<file path="src/hdl/sfr_pkg.sv">
package sfr_pkg;

   localparam int unsigned CSR_INDEX_W = 2;

   localparam logic [CSR_INDEX_W-1:0] CSR_HEADER_WORD = 2'd0;
   localparam logic [CSR_INDEX_W-1:0] CSR_MAX_LEN     = 2'd1;
   localparam logic [CSR_INDEX_W-1:0] CSR_TIMEOUT     = 2'd2;

   localparam logic [15:0] HEADER_WORD_RST = 16'd0;
   localparam logic [15:0] MAX_LEN_RST     = 16'd251;
   localparam logic [15:0] TIMEOUT_RST     = 16'd20;

   localparam logic [2:0] ST_NONE     = 3'd0;
   localparam logic [2:0] ST_GOOD     = 3'd1;
   localparam logic [2:0] ST_CHECKSUM = 3'd2;
   localparam logic [2:0] ST_LENGTH   = 3'd3;
   localparam logic [2:0] ST_TIMEOUT  = 3'd4;

   typedef struct packed {
      logic [15:0] header_word;
      logic [15:0] max_payload_len;
      logic [15:0] timeout_ticks;
   } cfg_type;

   typedef struct packed {
      logic        byte_valid;
      logic [7:0]  payload_data;
      logic [15:0] byte_index;
      logic [2:0]  status;
      logic [15:0] frame_length;
   } result_type;

endpackage

</file>
<file path="src/hdl/sfr_csr.sv">
module sfr_csr (
   input  logic                             clock,
   input  logic                             reset,
   input  logic                             wr_en,
   input  logic [sfr_pkg::CSR_INDEX_W-1:0]  wr_index,
   input  logic [15:0]                      wr_data,
   output sfr_pkg::cfg_type                 cfg
);
   import sfr_pkg::*;

   cfg_type cfg_ff;
   cfg_type cfg_in;

   always_comb begin
      cfg_in = cfg_ff;
      if (wr_en) begin
         unique case (wr_index)
            CSR_HEADER_WORD: cfg_in.header_word     = wr_data;
            CSR_MAX_LEN:     cfg_in.max_payload_len = wr_data;
            CSR_TIMEOUT:     cfg_in.timeout_ticks   = wr_data;
            default:         cfg_in = cfg_ff;
         endcase
      end
   end

   always_ff @(posedge clock) begin
      if (reset) begin
         cfg_ff.header_word     <= HEADER_WORD_RST;
         cfg_ff.max_payload_len <= MAX_LEN_RST;
         cfg_ff.timeout_ticks   <= TIMEOUT_RST;
      end else begin
         cfg_ff <= cfg_in;
      end
   end

   assign cfg = cfg_ff;

endmodule

</file>
<file path="src/hdl/sfr_parse.sv">
module sfr_parse (
   input  logic                 clock,
   input  logic                 reset,
   input  sfr_pkg::cfg_type     cfg,
   input  logic                 advance,
   input  logic                 mode,
   input  logic [7:0]           rx_byte,
   output sfr_pkg::result_type  result
);
   import sfr_pkg::*;

   localparam logic [2:0] PH_IDLE  = 3'd0;
   localparam logic [2:0] PH_HDR   = 3'd1;
   localparam logic [2:0] PH_SUM   = 3'd2;
   localparam logic [2:0] PH_LENLO = 3'd3;
   localparam logic [2:0] PH_LENHI = 3'd4;
   localparam logic [2:0] PH_PAY   = 3'd5;

   logic [2:0]  phase_ff,   phase_in;
   logic [7:0]  exp_sum_ff, exp_sum_in;
   logic [7:0]  len_lo_ff,  len_lo_in;
   logic [15:0] pay_len_ff, pay_len_in;
   logic [15:0] remain_ff,  remain_in;
   logic [7:0]  xor_ff,     xor_in;
   logic [15:0] ticks_ff,   ticks_in;

   logic [2:0]  ph;
   logic [15:0] limit;
   logic [15:0] ticks_inc;
   logic [15:0] new_len;
   logic [15:0] remain_dec;
   logic [7:0]  xor_next;

   always_comb begin
      ph         = (phase_ff > PH_PAY) ? PH_IDLE : phase_ff;
      limit      = (cfg.timeout_ticks == 16'd0) ? 16'd1 : cfg.timeout_ticks;
      ticks_inc  = (ticks_ff == 16'hFFFF) ? ticks_ff : ticks_ff + 16'd1;
      new_len    = {rx_byte, len_lo_ff};
      remain_dec = remain_ff - 16'd1;
      xor_next   = xor_ff ^ rx_byte;

      phase_in   = ph;
      exp_sum_in = exp_sum_ff;
      len_lo_in  = len_lo_ff;
      pay_len_in = pay_len_ff;
      remain_in  = remain_ff;
      xor_in     = xor_ff;
      ticks_in   = ticks_ff;
      result     = '0;

      if (mode) begin
         if (ph != PH_IDLE) begin
            if (ticks_inc >= limit) begin
               result.status       = ST_TIMEOUT;
               result.frame_length = (ph == PH_PAY) ? pay_len_ff : 16'd0;
               phase_in            = PH_IDLE;
               ticks_in            = 16'd0;
            end else begin
               ticks_in = ticks_inc;
            end
         end
      end else begin
         ticks_in = 16'd0;
         unique case (ph)
            PH_IDLE: begin
               if (rx_byte == cfg.header_word[7:0]) phase_in = PH_HDR;
            end
            PH_HDR: begin
               phase_in = (rx_byte == cfg.header_word[15:8]) ? PH_SUM : PH_IDLE;
            end
            PH_SUM: begin
               exp_sum_in = rx_byte;
               phase_in   = PH_LENLO;
            end
            PH_LENLO: begin
               len_lo_in = rx_byte;
               phase_in  = PH_LENHI;
            end
            PH_LENHI: begin
               pay_len_in = new_len;
               if (new_len > cfg.max_payload_len) begin
                  result.status       = ST_LENGTH;
                  result.frame_length = new_len;
                  phase_in            = PH_IDLE;
               end else if (new_len == 16'd0) begin
                  result.status = (exp_sum_ff == 8'd0) ? ST_GOOD : ST_CHECKSUM;
                  phase_in      = PH_IDLE;
               end else begin
                  remain_in = new_len;
                  xor_in    = 8'd0;
                  phase_in  = PH_PAY;
               end
            end
            default: begin
               result.byte_valid   = 1'b1;
               result.payload_data = rx_byte;
               result.byte_index   = pay_len_ff - remain_ff;
               xor_in              = xor_next;
               remain_in           = remain_dec;
               if (remain_dec == 16'd0) begin
                  result.status       = (xor_next == exp_sum_ff) ? ST_GOOD : ST_CHECKSUM;
                  result.frame_length = pay_len_ff;
                  phase_in            = PH_IDLE;
               end
            end
         endcase
      end
   end

   always_ff @(posedge clock) begin
      if (reset) begin
         phase_ff   <= PH_IDLE;
         exp_sum_ff <= 8'd0;
         len_lo_ff  <= 8'd0;
         pay_len_ff <= 16'd0;
         remain_ff  <= 16'd0;
         xor_ff     <= 8'd0;
         ticks_ff   <= 16'd0;
      end else if (advance) begin
         phase_ff   <= phase_in;
         exp_sum_ff <= exp_sum_in;
         len_lo_ff  <= len_lo_in;
         pay_len_ff <= pay_len_in;
         remain_ff  <= remain_in;
         xor_ff     <= xor_in;
         ticks_ff   <= ticks_in;
      end
   end

endmodule

</file>
<file path="src/hdl/serial_frame_receiver_xor_check_top.sv">
// Serial frame receiver with XOR checksum.
// req_ channel: one transaction per received byte (req_mode = 0, req_rx_byte)
//   or per time tick (req_mode = 1). Frames are header low, header high,
//   checksum, length low, length high, then payload.
// rsp_ channel: exactly one transaction per request. Payload bytes come out
//   with rsp_byte_valid and rsp_byte_index; the last byte of a frame (or the
//   length byte / tick that ends it) carries rsp_status and rsp_frame_length.
// csr_ channel: register writes (0 header, 1 max length, 2 timeout ticks),
//   always ready. Write only while no request is outstanding; never checked.
// Latency: a response is valid the cycle after its request is accepted.
// Throughput: one request per cycle while rsp_ready is high. The parser
//   state and the response register update in the same cycle, so the single
//   response register is the only stage.
// If rsp_ready is low, the response register holds and req_ready drops
//   until it is taken; nothing is lost.
// Reset: synchronous; parser returns to header hunting, registers go to
//   header 0, max length 251, timeout 20, and the response register empties.
module serial_frame_receiver_xor_check_top (
   input  logic                             clock,
   input  logic                             reset,
   input  logic                             req_valid,
   output logic                             req_ready,
   input  logic                             req_mode,
   input  logic [7:0]                       req_rx_byte,
   output logic                             rsp_valid,
   input  logic                             rsp_ready,
   output logic                             rsp_byte_valid,
   output logic [7:0]                       rsp_payload_data,
   output logic [15:0]                      rsp_byte_index,
   output logic [2:0]                       rsp_status,
   output logic [15:0]                      rsp_frame_length,
   input  logic                             csr_valid,
   output logic                             csr_ready,
   input  logic [sfr_pkg::CSR_INDEX_W-1:0]  csr_index,
   input  logic [15:0]                      csr_data
);
   import sfr_pkg::*;

   cfg_type    cfg;
   result_type result;
   result_type rsp_ff;
   logic       rsp_valid_ff, rsp_valid_in;
   logic       accept;

   assign csr_ready    = 1'b1;
   assign req_ready    = !rsp_valid_ff || rsp_ready;
   assign accept       = req_valid && req_ready;
   assign rsp_valid_in = accept || (rsp_valid_ff && !rsp_ready);

   sfr_csr u_csr (
      .clock    (clock),
      .reset    (reset),
      .wr_en    (csr_valid),
      .wr_index (csr_index),
      .wr_data  (csr_data),
      .cfg      (cfg)
   );

   sfr_parse u_parse (
      .clock   (clock),
      .reset   (reset),
      .cfg     (cfg),
      .advance (accept),
      .mode    (req_mode),
      .rx_byte (req_rx_byte),
      .result  (result)
   );

   always_ff @(posedge clock) begin
      if (reset) begin
         rsp_valid_ff <= 1'b0;
      end else begin
         rsp_valid_ff <= rsp_valid_in;
      end
   end

   always_ff @(posedge clock) begin
      if (accept) begin
         rsp_ff <= result;
      end
   end

   assign rsp_valid        = rsp_valid_ff;
   assign rsp_byte_valid   = rsp_ff.byte_valid;
   assign rsp_payload_data = rsp_ff.payload_data;
   assign rsp_byte_index   = rsp_ff.byte_index;
   assign rsp_status       = rsp_ff.status;
   assign rsp_frame_length = rsp_ff.frame_length;

endmodule
</file>
<file path="config.mk">
export PLATFORM = sky130hd
export DESIGN_NAME = serial_frame_receiver_xor_check_top
export DESIGN_NICKNAME = d
export VERILOG_FILES = /design/src/hdl/sfr_pkg.sv /design/src/hdl/sfr_csr.sv /design/src/hdl/sfr_parse.sv /design/src/hdl/serial_frame_receiver_xor_check_top.sv
export SDC_FILE = /design/constraint.sdc
export NUM_CORES = 1
export LEC_CHECK = 0
export ABC_AREA = 1
export ABC_CLOCK_PERIOD_IN_PS = 3800
export BUFFER_PORTS_ARGS = -buffer_cell sky130_fd_sc_hd__buf_2
export CELL_PAD_IN_SITES_DETAIL_PLACEMENT = 0
export CELL_PAD_IN_SITES_GLOBAL_PLACEMENT = 2
export CORE_ASPECT_RATIO = 1.25
export CORE_MARGIN = 2
export CORE_UTILIZATION = 36
export CTS_BUF_LIST = sky130_fd_sc_hd__clkbuf_8
export CTS_CLUSTER_DIAMETER = 60
export DETAILED_ROUTE_END_ITERATION = 12
export GPL_ROUTABILITY_DRIVEN = 0
export PLACE_DENSITY = 0.89
export SYNTH_ARGS = -nofsm -noshare
export SYNTH_HDL_FRONTEND = slang
export SYNTH_SLANG_ARGS = --single-unit
</file>
<file path="constraint.sdc">
create_clock -name clock -period 3.8 [get_ports clock]
set_input_delay 0.76 -clock clock [delete_from_list [all_inputs] [get_ports clock]]
set_output_delay 0.76 -clock clock [all_outputs]
set_load 0.005 [all_outputs]
</file>
-- Word-level counts from Yosys, hierarchy flattened
Index checks and enable logic that the tools add are counted.
- add/sub/neg operators: 3
- $mul: 0
- div/mod/pow operators: 0
- order comparisons: 3
- equal/unequal tests: 14
- shifts and indexed selects: 0
- muxes and demuxes: 33
- bitwise logic cells: 3
- reductions and logical operators: 24
- operator list (kind ; number):
    $mux 16 ; 9
    $mux 19 ; 4
    $logic_not 16->1 ; 3
    $pmux 19 s2 ; 1
    $pmux 16 s2 ; 1
    $mux 3 ; 10
    $mux 25 ; 1
    $eq 8x8->1 ; 3
    $add 16x1->16 const B ; 1
    $eq 16x16->1 const B ; 1
    $ge 16x16->1 ; 1
    $gt 16x16->1 ; 1
    $mux 8 ; 2
    $pmux 8 s2 ; 1
    $sub 16x1->16 const B ; 1
    $sub 16x16->16 ; 1
    $pmux 3 s5 ; 1
    $reduce_and 3->1 ; 3
    $logic_not 8->1 ; 1
    $reduce_and 2->1 ; 4
    $xor 8x8->8 ; 1
    $eq 3x2->1 const B ; 2
    $eq 3x3->1 const B ; 2
    $mux 2 ; 3
    other kinds (17) ; 22
- register bits after elaboration: 168
- bits in latches: 0
- RAM bits: 0
- ROM bits: 0
- word-level logic and storage cells: 96
- memories: 0

-- Logic depth before layout (Yosys ltp)
- word-level depth: 7
- depth in mapped cells: 22
- depth with buffers taken out: 21

-- Modules after synthesis
Synthesis repeated with hierarchy kept, for this count alone.
- cells, all modules: 1348
- area total of the unflattened synthesis: 9877.0 sq um
- by module, submodules not included (module ; times used ; cells each ; area an instance (sq um)):
    sfr_parse ; 1 ; 999 ; 6487.5
    sfr_csr ; 1 ; 297 ; 2009.4
    serial_frame_receiver_xor_check_top ; 1 ; 52 ; 1380.1

-- Worst setup path after synthesis
OpenSTA, ideal clock, no wires.
- path kind: flip-flop to flip-flop
- start point: reg u_parse.ticks_ff[0]
- end point: reg rsp_ff, in the netlist rsp_frame_length[10], data pin
- library setup time: 269 ps
- arrival: 2734 ps
- required time: 3531 ps
- slack: 797 ps
- stages on the path, launching flop included: 19
- buffers on the path: 2
- period minus slack after synthesis: 3003 ps
- cell sequence: dfxtp_1 ha_1 nand2_1 inv_1 nand3_2 nor2_2 nand4_1 buf_2 o21ai_0 ha_1 a21oi_1 o21ai_0 nand2_1 o211ai_1 nand2_1 nand3_1 nand3_1 clkbuf_1 o21ai_0
- RTL lines (element ; line ; text):
    from (decl) ; sfr_parse.sv:25 ; logic [15:0] ticks_ff, ticks_in;
    from (signal assigned) ; sfr_parse.sv:126 ; ticks_ff <= ticks_in;
    to (signal assigned) ; serial_frame_receiver_xor_check_top.sv:79 ; rsp_ff <= result;
    to (decl) ; serial_frame_receiver_xor_check_top.sv:41 ; result_type rsp_ff;

==> parameters.txt <==
Parameter                              Value

Pwr
  Sum of internal, switching and leakage power    0.00349 W
  Areal power density over the cells    338 mW/mm²
  IR Drop Worst-Case VDD    0.000213 V
  Leak pwr    4.27 nW

Clock tree
  CTS Sinks    168
  Buffer cell driving the clock tree root    clkbuf_8
  Largest buffer count on any clock path    2
  TritonCTS Buffers    17
  Number of setup buffers added after CTS    0
  CTS hold repair buffers    0
  Clock tree from TritonCTS    built
  H-tree levels    4
  Post-cts resize count    0
  Worst-skew pair later-pin latency    0.49 ns
  Register clock-pin slew on the reported worst setup and hold paths    0.09 ns

Min path
  Critical hold path startpoint    u_csr.cfg[26]
  Cell depth of the worst hold path    2
  Class of the worst hold path    flop to flop

Setup path
  Arrival time worst endpoint    3.59 ns
  R2r setup slk    0.44 ns
  Critical path startpoint category    flop
  Critical Path Source    u_parse.ticks_ff[0]
  Critical Path Slowest Stage Cell    dfxtp_1
  Buffering stage count on the worst path with inverters included    3
  Cells along the critical path    ha_1 > nand2_1 > inv_1 > nand3_2 > nor2_2 > nand4_1 > buf_4 > o21ai_0 > ha_1 > a21oi_1 > o21ai_0 > nand2_1 > o211ai_1 > nand2_1 > nand3_1 > nand3_1 > buf_4 > o21ai_0
  Crit-path leading delay family    simple AND/OR/NAND/NOR gates
  Stages on the worst setup path    18
  Depth of the most critical reg-to-reg path    18
  Critical Path End Type    flop
  Data required, critical path    4.02 ns
  Worst reg2reg startpoint    u_parse.ticks_ff[0]
  Setup CP Type    flop to flop
  Longest individual stage delay on the worst path    0.39 ns
  Biggest fanout along the worst timing path    17

GRT
  Number of antenna violations at the first check in global routing    0
  Maximum number of pins on one net before global-route repair    71
  Number of global-route vias before repair    7898
  Global routing usage summed across all routing layers    20.2%
  Total congestion overflow after global routing    0
  Wire length of the first global-routing pass    42300 µm

Drt
  Via density    5.00
  Violation count after the first detailed-routing iteration    390
  Detailed Routing Iterations Pass 1    7
  Overall routed net length    26700 µm
  Vias    8123
  Average wire length per cell after detail routing    16.5 µm
  DRC violation count after routing    0
  Number of nets still failing antenna checks after routing    0

STA
  Final Setup Violations    0
  Min Hold Slack    0.463 ns
  Final hold violation count    0
  Final period util    88.5%
  Post-Route Setup TNS    0 ns
  Highest achievable clock rate    0.297 GHz
  Worst slew slack as a fraction of its limit    37.7%
  Final worst path period need    3.36 ns
  Setup repair after global routing missed its margin    no
  Worst clock skew on the final layout    0.0157 ns
  Final max-slew violation count    0
  Transition time of the tightest slew-check pin    0.932 ns

Layout
  Number of nets in the final layout    1358
  Layout-stage area growth over the synthesis result    12.0%
  Post-route design area    0.0103 mm²
  Total inserted antenna cells    0
  Layout filler cell count    2712
  Fraction of the core area covered by cells at the end of the flow    41.0%
  Fraction of layout cells with a size suffix above 1    13.8%

Logic synthesis
  Synthesized area divided by synthesized cell count    7.63 µm²
  Distinct cells, synth    46
  Flops & latches, synth    168
  Post-Synthesis Cell Area    0.00922 mm²
  Number of flops mapped to enable cells by yosys    44
  Sequential fraction of the synthesis area    41.2%
  Number of warnings issued by yosys    0
  Number of instances in the synthesized netlist    1209
  Synthesized net count    1292
  Share of async-settable or async-resettable flops after synthesis    0%
  Most common flop cell mapped by yosys    dfxtp_1

Job
  Max-Cap Viols    0

Floorplanning
  Top-level I/O count    79
  Die footprint    0.0269 mm²
  Std-Cell Rows    65
  Area of the placeable core    0.0252 mm²
  Height of the die    183 µm
  Starting Density    36.6%
  Horiz. Die Dim    147 µm

Outcome
  Status    finished clean

Placement
  Placement Cell Area    0.00994 mm²
  Port Buf Inserts    77
  Final HPWL DP    19700 µm
==> stage by stage <==
| step | setup WS, ns | instances |
|---|---|---|
| floorplan | 0.797 | 1209 |
| global placement | 0.524 | 1591 |
| detailed placement | 0.466 | 1591 |
| CTS | 0.445 | 1623 |
| global route | 0.0583 | 1623 |
| finish | 0.437 | 1623 |
==> cell usage after synthesis, types with 2 or more instances <==
| master | instances | area share (%) |
|---|---|---|
| a22oi_1 | 8 | 0.65 |
| inv_2 | 10 | 0.41 |
| nand4_1 | 14 | 0.95 |
| ha_1 | 50 | 6.8 |
| o21ai_1 | 11 | 0.60 |
| nand2_1 | 227 | 9.2 |
| o21a_1 | 5 | 0.41 |
| inv_1 | 119 | 4.8 |
| a21o_1 | 2 | 0.16 |
| o21ai_0 | 112 | 6.1 |
| buf_4 | 3 | 0.24 |
| o211ai_1 | 11 | 0.90 |
| or2_2 | 9 | 0.61 |
| clkinv_1 | 4 | 0.16 |
| xnor2_1 | 16 | 1.5 |
| nor2_2 | 10 | 0.68 |
| nor2_1 | 104 | 4.2 |
| clkbuf_1 | 28 | 1.1 |
| nor4_1 | 3 | 0.20 |
| nand3_1 | 47 | 2.6 |
| nand2_2 | 3 | 0.20 |
| buf_2 | 13 | 0.71 |
| nor3_1 | 17 | 0.92 |
| nor3_2 | 3 | 0.33 |
| o22ai_1 | 4 | 0.27 |
| o22ai_2 | 6 | 0.81 |
| xor2_1 | 27 | 2.6 |
| nor2_4 | 6 | 0.73 |
| a21oi_1 | 153 | 8.3 |
| o21ai_2 | 2 | 0.19 |
| edfxtp_1 | 44 | 14 |
| dfxtp_1 | 124 | 27 |
==> flip-flops by register name, indices dropped and copies added (netlist names), 16 cells and up <==
name	cells
u_parse.ticks_ff	16
rsp_frame_length	16
rsp_byte_index	16
u_parse.remain_ff	16
u_csr.cfg	48
u_parse.pay_len_ff	16
==> area by class of cell <==
class / instances / area, µm² / share of cell area [%]
timing repair buffer: 93 / 505 / 4.89
tap: 335 / 419 / 4.06
clock buffer: 19 / 262 / 2.53
sequential: 168 / 3800 / 36.8
inverter: 133 / 499 / 4.83
clock inverter: 13 / 133 / 1.28
multi-input combinational: 862 / 4710 / 45.6
==> layout by cell type, fill, tap and decap left out, types with 5 or more instances in the layout <==
cell and count:
nand3_1 47, ha_1 50, nand4_1 14, nand2_1 227
o22ai_2 6, or2_2 9, xor2_1 27, xnor2_1 16
inv_2 11, inv_6 5, edfxtp_1 44, nor2_2 10
nor2_1 104, o21ai_1 11, buf_2 77, a22oi_1 8
buf_4 16, nor2_4 6, o211ai_1 11, o21a_1 5
clkbuf_8 19, nor3_1 17, dfxtp_1 124, inv_1 118
o21ai_0 112, a21oi_1 153
==> worst reg2reg max path, delay by kind of cell, from the launching register on <==
family | cells | cell delay, ns
DFF | 1 | 0.39
and+or+nand+nor | 8 | 0.94
AOI/OAI and AO/OA | 5 | 0.71
buffers and inverters | 3 | 0.57
adders and majority gates | 2 | 0.49
==> worst paths after layout <==
kind,to
worst max-delay path,rsp_frame_length[6]
worst min-delay path,u_csr.cfg[26]
worst max register to register,rsp_frame_length[6]
worst min register to register,u_csr.cfg[26]
==> where the power goes <==
part / switching, W / total [W] / leakage (nW) / internal (W)
Combinational: 0.000184 / 0.000269 / 2.62 / 0.0000846
Sequential: 0.0000155 / 0.00189 / 1.45 / 0.00188
Clock: 0.000752 / 0.00133 / 0.202 / 0.000573
==> cell families (layout without fill, tap and decap cells) <==
group	count (synthesis)	in the layout	share of synthesized area, %
AO/OA/AOI/OAI	320	320	18.9
AND/OR/NAND/NOR	447	447	21.1
buffers and inverters	179	258	7.67
flip-flops	168	168	41.2
adder cells (fa/ha/maj)	51	51	7.00
XOR/XNOR	43	43	4.08
other	1	1	0.0407
==> layer usage <==
metal	vias to the layer above	part of all wire (%)	GRT usage, %
met5	-	0	0
met4	0	2.0	6.81
met3	35	3.4	3.08
met2	164	52	37.3
met1	3755	42	23.9
li1	4169	-	-
No activity file was read; power rests on OpenSTA's default activity.
